**config.mk**
```make
export PLATFORM = sky130hd
export DESIGN_NAME = lwdp_queue
export DESIGN_NICKNAME = d
export VERILOG_FILES = /design/src/rtl/core/lwdp_pkg.sv /design/src/rtl/core/lwdp_queue.sv
export SDC_FILE = /design/constraint.sdc
export NUM_CORES = 1
export LEC_CHECK = 0
export BUFFER_PORTS_ARGS = -buffer_cell sky130_fd_sc_hd__buf_2
export CAP_MARGIN = 20
export CORE_ASPECT_RATIO = 0.6
export CORE_MARGIN = 2
export CORE_UTILIZATION = 58
export CTS_BUF_LIST = sky130_fd_sc_hd__clkbuf_8
export DETAILED_ROUTE_END_ITERATION = 8
export PLACE_DENSITY = 0.87
export SETUP_SLACK_MARGIN = 0.2
export SLEW_MARGIN = 20
export SYNTH_ARGS = -nofsm -noshare
export SYNTH_HDL_FRONTEND = slang
export SYNTH_SLANG_ARGS = --single-unit
export TNS_END_PERCENT = 100
```
**constraint.sdc**
```tcl
create_clock -name clk -period 6.05 [get_ports clk]
set_input_delay 0.605 -clock clk [delete_from_list [all_inputs] [get_ports clk]]
set_output_delay 0.605 -clock clk [all_outputs]
set_load 0.02 [all_outputs]
```
**src/rtl/core/lwdp_pkg.sv**
```systemverilog
// Package for the LUT-weight dot-product block: command codes, widths, queue entry type.
// No dependencies.
`timescale 1ns / 1ps
`default_nettype none
package lwdp_pkg;

    localparam logic CMD_WRITE = 1'b0;
    localparam logic CMD_MAC   = 1'b1;

    localparam int IDX_W  = 16;
    localparam int VAL_W  = 16;
    localparam int PROD_W = 32;
    localparam int ACC_W  = 48;

    localparam logic signed [ACC_W-1:0] ACC_MAX = {1'b0, {(ACC_W-1){1'b1}}};
    localparam logic signed [ACC_W-1:0] ACC_MIN = {1'b1, {(ACC_W-1){1'b0}}};

    typedef struct packed {
        logic signed [VAL_W-1:0] weight;
        logic signed [VAL_W-1:0] activation;
        logic                    last;
    } q_entry_t;

endpackage
`default_nettype wire

```
**src/rtl/core/lwdp_queue.sv**
```systemverilog
// Two-entry queue between front end and back end.
// Depends on lwdp_pkg.
`timescale 1ns / 1ps
`default_nettype none
module lwdp_queue (
    input  wire logic                clk,
    input  wire logic                rst_n,
    input  wire logic                push,
    input  lwdp_pkg::q_entry_t       push_entry,
    output logic                     full,
    input  wire logic                pop,
    output logic                     head_valid,
    output lwdp_pkg::q_entry_t       head_entry
);
    import lwdp_pkg::*;

    q_entry_t   slot_reg [2];
    logic       wr_ptr_reg;
    logic       wr_ptr_next;
    logic       rd_ptr_reg;
    logic       rd_ptr_next;
    logic [1:0] count_reg;
    logic [1:0] count_next;
    logic       do_push;
    logic       do_pop;

    assign full       = (count_reg == 2'd2);
    assign head_valid = (count_reg != 2'd0);
    assign head_entry = slot_reg[rd_ptr_reg];
    assign do_push    = push & ~full;
    assign do_pop     = pop & head_valid;

    always_comb
    begin
        wr_ptr_next = wr_ptr_reg ^ do_push;
        rd_ptr_next = rd_ptr_reg ^ do_pop;
        count_next  = count_reg + 2'(do_push) - 2'(do_pop);
    end

    always_ff @(posedge clk or negedge rst_n)
    begin
        if (!rst_n)
        begin
            wr_ptr_reg <= 1'b0;
            rd_ptr_reg <= 1'b0;
            count_reg  <= 2'd0;
        end
        else
        begin
            wr_ptr_reg <= wr_ptr_next;
            rd_ptr_reg <= rd_ptr_next;
            count_reg  <= count_next;
        end
    end

    always_ff @(posedge clk)
    begin
        if (do_push)
        begin
            slot_reg[wr_ptr_reg] <= push_entry;
        end
    end

endmodule
`default_nettype wire

```
**Yosys cells after proc, flatten, opt, wreduce, memory -nomap -nowiden**

Memory sizes are Yosys's and may differ from the RTL's.
Cells that the tools add are included.
W data, S select, Z words.

- Memories: 1
- Logic and storage cells: 15
- Memory bits (writable): 66
- Flip-flop bits (word level): 4
- Output and inout port bits: 35

- Bitwise logic cells: 5
- Equal/unequal tests: 1
- Add/sub/neg operators: 2
- Reductions and logical operators: 1
- Muxes and demuxes: 2

Memory list:

| name | depth | bits a word | rd ports | clocked after Yosys merged registers in | wr ports | line | RTL |
|---|---|---|---|---|---|---|---|
| slot_reg | 2 | 33 | 1 | 0 | 1 | lwdp_queue.sv:17 | `q_entry_t slot_reg [2];` |

Operators by type and width:

| operator | count |
|---|---|
| $add A2 B1 Y2 | 1 |
| $and A1 B1 Y1 | 2 |
| $eq A2 B2 Y1 const B | 1 |
| $mux W1 | 2 |
| $reduce_bool A2 Y1 | 1 |
| $sub A2 B1 Y2 | 1 |
| $xor A1 B1 Y1 | 2 |
| $not A1 Y1 | 1 |

**Longest topological paths before layout**

- Depth after elaboration: 5
- Gate-level depth with buffers: 7

**Worst setup path after synthesis**

Ideal clock, no wire load.

- Path type: input to register
- Start: input push
- End: memory slot_reg[1][0] in the netlist's numbering, enable pin
- Slack: 4,064 ps
- Stages: 2
- Setup time: 393 ps
- Arrival: 1,593 ps
- Cell sequence: and2_1 > ha_1

- Longest elaborated chain between the ends: 3

Ends and longest elaborated chain:

| item | line | RTL |
|---|---|---|
| start, declared | lwdp_queue.sv:8 | `input wire logic push,` |
| $and A1 B1 Y1 | lwdp_queue.sv:30 | `assign do_push = push & ~full;` |
| $mux W1 | lwdp_queue.sv:58 | `if (do_push)` |
| $mux W1 (not written as such) | lwdp_queue.sv:60 | `slot_reg[wr_ptr_reg] <= push_entry;` |
| end, declared | lwdp_queue.sv:17 |  |

No other way between the ends.

==> results.ini <==
[floorplanning]
core-area_um2=4564
die_width_um=92.98
num_rows=19
dieHeight_um=57.39
io_pins=72
initial_core_util_pct=60.36
die_area_um2=5335

[yosys]
ys_types=15
ys_warn_count=0
yosysTopAreaCellShare_pct=71.93
synth.area.top_cells=edfxtp_1 (72%), mux2_4 (16%), dfrtp_1 (3.6%)
ys_seq_area_share_pct=75.57
ys_ff_latch=70
syn_nets=164
syn_area_um2=2755
yosys.area.top_type=edfxtp_1
syn-mean-instance-area_um2=22.40
syn_inst=123

[cells_and_area]
largest_register_ff_count=66
final_util_pct=72.59
n_antenna_cell=0
nNetsFinal=244
area.growth.synth_to_final_pct=20.25
drive_gt1_share_pct=58.45

[global_routing]
grt_overflow=0
grt_pass1_wl_um=6327
grt_max_degree=35
antenna_found_initial=0
grt_util_all_layers_pct=16.88
first_global_vias=1291

[setup_path]
r2r_start=count_reg[0]$_DFF_PN0_
required_ns=5.44
crit_type=reg2out
timing.rr.end=slot_reg[0][16]$_DFFE_PP_
r2r_setup_slack_ns=4.45
worst-path-max-fanout=34
end_kind=primary output
startpoint_type=flip-flop
arrival_ns=1.97
worstRegToRegCells=4

[clock_network]
cts.sinks=70
cts-buffers-inserted=9
htree_levels=3
clock_path_buffers=2
post_cts_buffers=0
cts-root-buf=clkbuf_8
clk_pin_slew_ns=0.06
hold_buffers=0
cts_tree=done
insertion_delay_ns=0.33
cts-resized-gates=0

[route]
wl_per_cell_um=15.10
drt-initial-drc-count=49
vias_per_cell=4.878
first_pass_iters=4
antenna_left=0
drcViolationCount=0
routed_wl_um=4077
vias=1317

[status]
status=finished clean

[timing]
hold_viol=0
fmax_ghz=0.3879
relSlewSlack_pct=31.46
fin_crit_ns=2.578
fin_crit_sh_pct=42.62
tightestPinTransition_ns=1.028
rsz0062_at_grt=false
setup_violations=0
fin_skew_ns=0.003590
fin_setup_tns_ns=0
slew_viol_final=0

[power]
power_density_nw_per_um2=498.0
peakVddDrop_uv=329.3
leakagePower_uw=0.001372

[placement]
gp_congestion=0.6458
port-buffer-count=71
place_hpwl_um=2682

[worst_hold_path]
hp-class=in2async

[job]
cap_viol_max_count=0

## through the flow
step / area [um2] / cells / hold WS, ns / setup WS [ns] / total power, uW
after floorplan: 2755 / 123 / 0.3094 / 4.064 / 1209
after global placement: 3134 / 255 / 0.4115 / 3.859 / 1307
after detailed placement: 3134 / 255 / 0.4122 / 3.830 / 1331
after CTS: 3313 / 270 / 0.04593 / 3.456 / 1670
after global routing: 3313 / 270 / 0.04577 / 3.368 / 1730
final: 3313 / 270 / 0.06277 / 3.472 / 1650
## power by group
part	total, uW	leakage, uW	switching (uW)	internal, uW
Sequential	757	0.000659	91.4	665
Clock	336	0.0000937	152	183
Combinational	558	0.000620	284	273
Total	1650	0.00137	528	1120
## cell type report
type / count / area, um2
timing repair buffer: 73 / 370.4
sequential: 70 / 2083
multi-input combinational: 45 / 586.8
tap: 63 / 78.83
inverter: 4 / 15.01
fill: 301 / 1251
clock buffer: 9 / 123.9
clock inverter: 6 / 55.05
## placed cells by master (no fill, tap or decap)
cell	n
buf_2	71
edfxtp_1	66
mux2_4	29
clkbuf_8	9
inv_1	5
mux2_2	4
ha_1	4
dfrtp_1	3
xnor2_1	2
clkinv_2	2
buf_4	2
or2_2	1
o21a_1	1
nand2b_1	1
and2_1	1
nand2_1	1
xor2_1	1
clkinvlp_4	1
bufinv_16	1
clkinv_1	1
dfrtp_2	1
## Yosys cell counts
| library cell | instances |
|---|---|
| ha_1 | 4 |
| mux2_4 | 29 |
| buf_6 | 1 |
| mux2_2 | 4 |
| and2_1 | 1 |
| or2_2 | 1 |
| xor2_1 | 1 |
| nand2_1 | 1 |
| edfxtp_1 | 66 |
| inv_1 | 4 |
| o21a_1 | 1 |
| nand2b_1 | 1 |
| dfrtp_1 | 4 |
| buf_12 | 3 |
| xnor2_1 | 2 |
## worst max-delay path, stage by stage (launching register included)
cell	delay (ns)
dfrtp_2	1.05
mux2_2	0.42
buf_2	0.16
## routing by layer
metal | global-route usage, % | vias to the layer above | part of all wire [%]
li1 | - | 631 | -
met4 | 4.832 | 0 | 0.44
met2 | 25.57 | 54 | 47
met5 | 0 | - | 0
met3 | 10.57 | 2 | 8.9
met1 | 20.52 | 630 | 44
## kinds of logic after synthesis
family | share of synthesized area, %
xor+xnor | 0.9539
compound gates | 0.2726
flops | 75.57
mux | 17.44
buf+inv | 3.133
simple gates | 0.8177
fa+ha+maj | 1.817
## how the worst max path moves through the flow
stage                          from                  endpoint  slack, ns  cells past startpoint
2_1_floorplan                  push  slot_reg[1][0]$_DFFE_PP_       4.06                      2
3_3_place_gp   rd_ptr_reg$_DFF_PN0_            head_entry[30]       3.86                      2
3_5_place_dp   rd_ptr_reg$_DFF_PN0_             head_entry[1]       3.83                      2
4_1_cts        rd_ptr_reg$_DFF_PN0_            head_entry[30]       3.46                      2
5_1_grt        rd_ptr_reg$_DFF_PN0_            head_entry[30]       3.37                      2
6_report       rd_ptr_reg$_DFF_PN0_            head_entry[30]       3.47                      2
Power figures use the tool's default switching activity.
