`config.mk`:
```
export PLATFORM = sky130hd
export DESIGN_NAME = lwdp_back
export DESIGN_NICKNAME = d
export VERILOG_FILES = /design/src/rtl/core/lwdp_pkg.sv /design/src/rtl/core/lwdp_back.sv
export SDC_FILE = /design/constraint.sdc
export NUM_CORES = 1
export LEC_CHECK = 0
export ABC_AREA = 1
export BUFFER_PORTS_ARGS = -buffer_cell sky130_fd_sc_hd__clkbuf_2
export CAP_MARGIN = 10
export CORE_MARGIN = 2
export CORE_UTILIZATION = 48
export DETAILED_ROUTE_END_ITERATION = 10
export PLACE_DENSITY = 0.73
export RECOVER_POWER = 25
export SYNTH_ARGS = -nofsm -noshare
export SYNTH_HDL_FRONTEND = slang
export SYNTH_SLANG_ARGS = --single-unit
```
`constraint.sdc`:
```
create_clock -name clk -period 9.8 [get_ports clk]
set_clock_uncertainty 0.2 [all_clocks]
set_input_delay 2.45 -clock clk [delete_from_list [all_inputs] [get_ports clk]]
set_output_delay 2.45 -clock clk [all_outputs]
set_load 0.02 [all_outputs]
```
`src/rtl/core/lwdp_pkg.sv`:
```
// Package for the LUT-weight dot-product block: command codes, widths, queue entry type.
// No dependencies.
`timescale 1ns / 1ps
`default_nettype none
package lwdp_pkg;

    localparam logic CMD_WRITE = 1'b0;
    localparam logic CMD_MAC   = 1'b1;

    localparam int IDX_W  = 16;
    localparam int VAL_W  = 16;
    localparam int PROD_W = 32;
    localparam int ACC_W  = 48;

    localparam logic signed [ACC_W-1:0] ACC_MAX = {1'b0, {(ACC_W-1){1'b1}}};
    localparam logic signed [ACC_W-1:0] ACC_MIN = {1'b1, {(ACC_W-1){1'b0}}};

    typedef struct packed {
        logic signed [VAL_W-1:0] weight;
        logic signed [VAL_W-1:0] activation;
        logic                    last;
    } q_entry_t;

endpackage
`default_nettype wire

```
`src/rtl/core/lwdp_back.sv`:
```
// Back end: registered multiply, saturating 48-bit accumulate, result register.
// Depends on lwdp_pkg.
`timescale 1ns / 1ps
`default_nettype none
module lwdp_back (
    input  wire logic                               clk,
    input  wire logic                               rst_n,
    input  wire logic                               q_valid,
    input  lwdp_pkg::q_entry_t                      q_entry,
    output logic                                    q_pop,
    output logic                                    out_valid,
    input  wire logic                               out_stall,
    output logic signed [lwdp_pkg::ACC_W-1:0]       dot_sum,
    output logic                                    overflowed
);
    import lwdp_pkg::*;

    logic                     pm_valid_reg;
    logic                     pm_valid_next;
    logic signed [PROD_W-1:0] pm_prod_reg;
    logic                     pm_last_reg;
    logic signed [ACC_W-1:0]  acc_reg;
    logic signed [ACC_W-1:0]  acc_next;
    logic                     sat_reg;
    logic                     sat_next;
    logic                     out_valid_reg;
    logic                     out_valid_next;
    logic signed [ACC_W-1:0]  dot_sum_reg;
    logic                     overflowed_reg;
    logic                     out_free;
    logic                     pm_adv;
    logic signed [ACC_W:0]    sum;
    logic                     sat_hi;
    logic                     sat_lo;
    logic signed [ACC_W-1:0]  clamped;

    assign out_free = ~out_valid_reg | ~out_stall;
    assign pm_adv   = pm_valid_reg & (~pm_last_reg | out_free);
    assign q_pop    = q_valid & (~pm_valid_reg | pm_adv);

    assign sum     = {acc_reg[ACC_W-1], acc_reg}
                   + {{(ACC_W+1-PROD_W){pm_prod_reg[PROD_W-1]}}, pm_prod_reg};
    assign sat_hi  = ~sum[ACC_W] & sum[ACC_W-1];
    assign sat_lo  = sum[ACC_W] & ~sum[ACC_W-1];
    assign clamped = sat_hi ? ACC_MAX : (sat_lo ? ACC_MIN : sum[ACC_W-1:0]);

    always_comb
    begin
        pm_valid_next = pm_valid_reg;
        if (q_pop)
        begin
            pm_valid_next = 1'b1;
        end
        else if (pm_adv)
        begin
            pm_valid_next = 1'b0;
        end
    end

    always_comb
    begin
        acc_next       = acc_reg;
        sat_next       = sat_reg;
        out_valid_next = out_valid_reg & out_stall;
        if (pm_adv)
        begin
            if (pm_last_reg)
            begin
                acc_next       = '0;
                sat_next       = 1'b0;
                out_valid_next = 1'b1;
            end
            else
            begin
                acc_next = clamped;
                sat_next = sat_reg | sat_hi | sat_lo;
            end
        end
    end

    always_ff @(posedge clk or negedge rst_n)
    begin
        if (!rst_n)
        begin
            pm_valid_reg  <= 1'b0;
            acc_reg       <= '0;
            sat_reg       <= 1'b0;
            out_valid_reg <= 1'b0;
        end
        else
        begin
            pm_valid_reg  <= pm_valid_next;
            acc_reg       <= acc_next;
            sat_reg       <= sat_next;
            out_valid_reg <= out_valid_next;
        end
    end

    always_ff @(posedge clk)
    begin
        if (q_pop)
        begin
            pm_prod_reg <= q_entry.activation * q_entry.weight;
            pm_last_reg <= q_entry.last;
        end
        if (pm_adv && pm_last_reg)
        begin
            dot_sum_reg    <= clamped;
            overflowed_reg <= sat_reg | sat_hi | sat_lo;
        end
    end

    assign out_valid  = out_valid_reg;
    assign dot_sum    = dot_sum_reg;
    assign overflowed = overflowed_reg;

endmodule
`default_nettype wire

```
# == Word level (Yosys, flattened, before mapping) ==
# Cells that the tools add are included.
# totals
regBits,133
in_bits,37
output_inout_bits,51
word_cells,36
# classes
add_sub_neg,1
multipliers,1
muxes,8
bitwise,16
reduce_logical,2
# op_table
cell,n
48-bit 2-to-1 mux,3
48-bit by 32-bit adder with 49-bit output,1
16-bit by 16-bit multiplier with 32-bit output,1
1-bit inverter,6
1-bit AND,5
1-bit 2-to-1 mux,5
1-bit OR,5
2-bit nonzero test,1
1-bit logical AND,1

# == Depth between registers and ports, before layout ==
# depth
depth_word,7
mapped_depth,25
depth_no_buf,23

# == Worst setup path before layout ==
# Ideal clock, no wire load.
# synth_path
path_kind,input to register
start,input q_entry[20] in the netlist's numbering
end,"register pm_prod_reg[31], data pin"
setup_time_ns,0.265
arrival_time_ns,7.561
required_ns,9.335
path_slack_ns,1.774
path_stages,20
path_buffers,2
path_cell_list,clkbuf_1 clkbuf_1 nand2_1 inv_1 fa_1 fa_1 inv_1 fa_1 fa_1 inv_1 fa_1 inv_1 fa_1 inv_1 ha_1 a21oi_1 o21ai_0 a211oi_1 o211ai_1 xor2_1
# synth_between
elab_chain_cells,1
# synth_rtl
element,line,rtl
"start, declared",lwdp_back.sv:9,"input lwdp_pkg::q_entry_t q_entry,"
16-bit by 16-bit multiplier with 32-bit output,lwdp_back.sv:103,pm_prod_reg <= q_entry.activation * q_entry.weight;
"end signal, assigned",lwdp_back.sv:103,
"end, declared",lwdp_back.sv:20,logic signed [PROD_W-1:0] pm_prod_reg;
# Every way passes these cells.
# A chain may end at the register's enable or synchronous reset.

# == Final worst setup path ==
# layout_path
start,input q_entry[18] in the netlist's numbering
end,"register pm_prod_reg[31], data pin"
# The elaborated chain is that of the path after synthesis.

==> results.txt <==
----------------------------------------------------
[Synthesis]
  Proportion of netlist area held by the largest area contributor ... 27.4%
  Average footprint of a synthesized cell ... 7.52 um^2
  Register bit total from synthesis ... 133
  Post-synth EDFFs ... 82
  Share of the yosys chip area belonging to registers ... 19.4%
  Total number of yosys warnings ... 0
  Post-synthesis cell count ... 2559
  Most frequently used flop master after synthesis ... edfxtp_1
  FFs w/ async S/R, synth ... 38.3%
  Total nets after synthesis ... 2989
  Biggest area consumer among synthesized cells ... fa_1
  Synth unique cells ... 40
  Ranking of synthesized cells by area ... fa_1, nand2_1, edfxtp_1
  Area of the mapped netlist ... 19200 um^2

[Setup path]
  Reg2reg start ... pm_prod_reg[31]
  Flop2flop setup slack ... 5610 ps
  Critical path peak fanout ... 16
  Slowest cell delay on critical path ... 740 ps
  Required arrival time at the worst endpoint ... 9780 ps
  Cell Chain, Critical Path ... clkbuf_2 > nand2_1 > inv_1 > fa_1 > fa_1 > inv_1 > fa_1 > fa_1 > fa_1 > fa_1 > inv_1 > ha_1 > inv_1 > nor3_1 > nand2_1 > nor4_1 > nand2_1 > o211ai_1 > xor2_1
  Critical path startpoint ... q_entry[18]
  Worst flop-to-flop path endpoint ... acc_reg[27]
  Number of cells traversed by the worst register-to-register path ... 15
  Master of the slowest instance on the critical path ... fa_1
  Worst path arrival time ... 8110 ps
  Endpoint kind of the worst setup timing path ... flip-flop
  Crit Path Category ... in2reg
  Cell class contributing the biggest share of worst-path delay ... adder cells
  Worst Path Buf+Inv ... 5
  Termination of the worst setup path ... pm_prod_reg[31]
  Critical Path Start Type ... primary input
  Instance count on the critical path ... 19
  Most numerous cell on the critical path ... fa_1

[Status]
  Failing checks ... max-capacitance violations, max-slew violations
  Outcome ... finished with violations

[Clocking]
  Clock tree root buffer cell ... clkbuf_16
  Sinks on Clock Net ... 133
  Postcts setup bufs ... 0
  Number of clock buffers inserted by TritonCTS ... 17
  Clock Pin Slew Worst Setup and Hold Paths ... 60 ps
  Number of resized instances in the post-cts repair step ... 0
  Max Buffers Root-to-Sink ... 2
  Worst-Skew Late Latency ... 430 ps
  CTS tree ... yes
  CTS hold repair buffers ... 0
  Number of H-tree branching levels ... 4

[Finish]
  Layout cell share with drive strength beyond 1 ... 5.65%
  Non-filler cells, final ... 3129
  Count of inserted antenna diode cells ... 0
  Fill cells ... 3879
  Area used by sequential logic in the layout ... 3740 um^2
  Net total in the final layout ... 3021
  Area added between synthesis and finish ... 7.19%
  Total area of multi-input combinational cells ... 12900 um^2

[GRT]
  Maximum number of pins on one net before global-route repair ... 52
  Global-route usage over all layers ... 25.4%
  First-pass GRT wire length ... 83600 um
  Total global routing overflow ... 0
  Number of global-route vias before repair ... 16517
  Initial antenna violation count ... 0

[Job]
  Number of max-cap violations ... 2

[Place]
  Final GP Congestion ... 0.991
  Detailed placer's ending HPWL ... 41700 um
  Cell Count Post-Placement ... 3097
  Number of I/O port buffers ... 87

[Floorplanning]
  Die X ... 204 um
  Die area ... 41700 um^2
  I/O Pins ... 88
  Number of rows in the core area ... 73
  Chip Height ... 204 um
  Initial Utilization ... 48.5%
  Placeable core area ... 39600 um^2

[Routing]
  First-iteration detailed-routing DRC count ... 975
  Average wire length per cell after detail routing ... 16.1 um
  Final ANT Viol Nets ... 0
  Routed vias/inst ... 5.03
  Total via count in the routed design ... 15739
  Number of detailed-routing iterations run before antenna repair ... 6
  Routed Wire Length ... 50400 um
  Remaining routing DRC violations ... 0

[STA]
  Final period util ... 83.0%
  Final TNS setup ... 0 ps
  Time the final worst path needs with I/O delays and setup ... 8130 ps
  RSZ-0062 raised after global routing ... false
  Worst-margin pin slew ... 3130 ps
  Number of endpoints failing setup at the final stage ... 0
  Max Clock Freq ... 0.123 GHz
  Total count of max-transition violations in the final report ... 104
  Worst max-slew margin expressed relative to the limit ... -108%
  Hold Violations, Final ... 0

[Worst hold path]
  Class of the worst hold path ... reg2reg

----------------------------------------------------
## cell usage in the layout (no fill, tap or decap), drive strengths merged
master,netlist,final
edfxtp,82,82
o21a,2,2
o21ai,30,30
dfrtp,51,51
nand3,63,63
xnor2,23,23
a21o,3,3
clkinvlp,0,1
clkinv,0,7
and2,6,6
nor3b,1,1
fa,263,263
bufinv,0,4
or2,4,4
o211ai,3,3
nor4,2,2
nor3,23,23
a21oi,82,82
inv,612,612
xor2,41,41
a22o,1,1
buf,13,3
ha,130,130
a211oi,2,2
nand2,886,886
clkbuf,66,109
nand4,26,26
o21bai,14,14
a21boi,1,1
nor2,126,126
a31oi,2,2
nand3b,1,1
## through the flow
step           hold slack (ps)  setup WS (ps)  area [um^2]  util, %
3_5_place_dp               270           1290        20100     50.6
2_1_floorplan              249           1770        19200        -
5_1_grt                    298           1330        20600     52.0
3_3_place_gp               263           1470        20100     50.6
4_1_cts                    285           1750        20700     52.1
6_report                   283           1670        20600     52.0
## cells in the mapped netlist, types with 3 or more instances
master / number
fa_1: 263
nand4_1: 26
nand2_2: 19
nand2_1: 857
inv_1: 604
xor2_1: 41
xnor2_1: 23
o21bai_1: 14
and2_1: 6
o21ai_0: 29
inv_2: 8
nand3_1: 61
a21o_1: 3
edfxtp_1: 82
ha_1: 130
or2_2: 4
buf_2: 9
dfrtp_1: 51
o211ai_1: 3
clkbuf_1: 66
nor2_2: 5
nor2_1: 119
nor3_1: 23
a21oi_1: 82
nand2_4: 10
## layer usage
layer | GRT usage, % | wire (um) | up-vias
met4 | 8.90 | 1640 | 0
met1 | 31.8 | 21500 | 7543
met3 | 2.92 | 2350 | 105
met2 | 45.2 | 24900 | 475
li1 | - | - | 7616
met5 | 0 | 0 | -
## worst min path at each step
stage / start / end / slack [ps] / depth (start not counted)
floorplan: sat_reg / sat_reg / 250 / 2
global placement: sat_reg / sat_reg / 260 / 2
detailed placement: acc_reg[0] / acc_reg[0] / 270 / 2
CTS: acc_reg[0] / acc_reg[0] / 290 / 2
global route: acc_reg[20] / acc_reg[20] / 300 / 2
finish: acc_reg[36] / acc_reg[36] / 280 / 2
## cell type report
| cell class | count | share of cell area, % |
|---|---|---|
| timing repair buffer | 92 | 2.12 |
| clock inverter | 12 | 0.789 |
| sequential | 133 | 18.1 |
| inverter | 612 | 11.1 |
| tap | 525 | 3.19 |
| clock buffer | 20 | 2.12 |
| multi-input combinational | 1735 | 62.5 |
## tightest hold or removal path, delay by kind of cell (launching register included)
family	cells	cell delay [ps]
flops	1	340
simple gates	2	100
## logic make-up (layout without fill, tap and decap cells)
family / count (synthesis) / after routing / synth area share (%)
and+or+nand+nor: 1138 / 1138 / 24.1
buffers and inverters: 691 / 736 / 13.7
adders and majority gates: 393 / 393 / 35.8
AOI/OAI and AO/OA: 140 / 140 / 4.00
DFF: 133 / 133 / 19.4
xor gates and xnor gates: 64 / 64 / 2.91
Power is not shown: default switching activity piles up to over one toggle a cycle in this logic, so the estimate is an artifact.
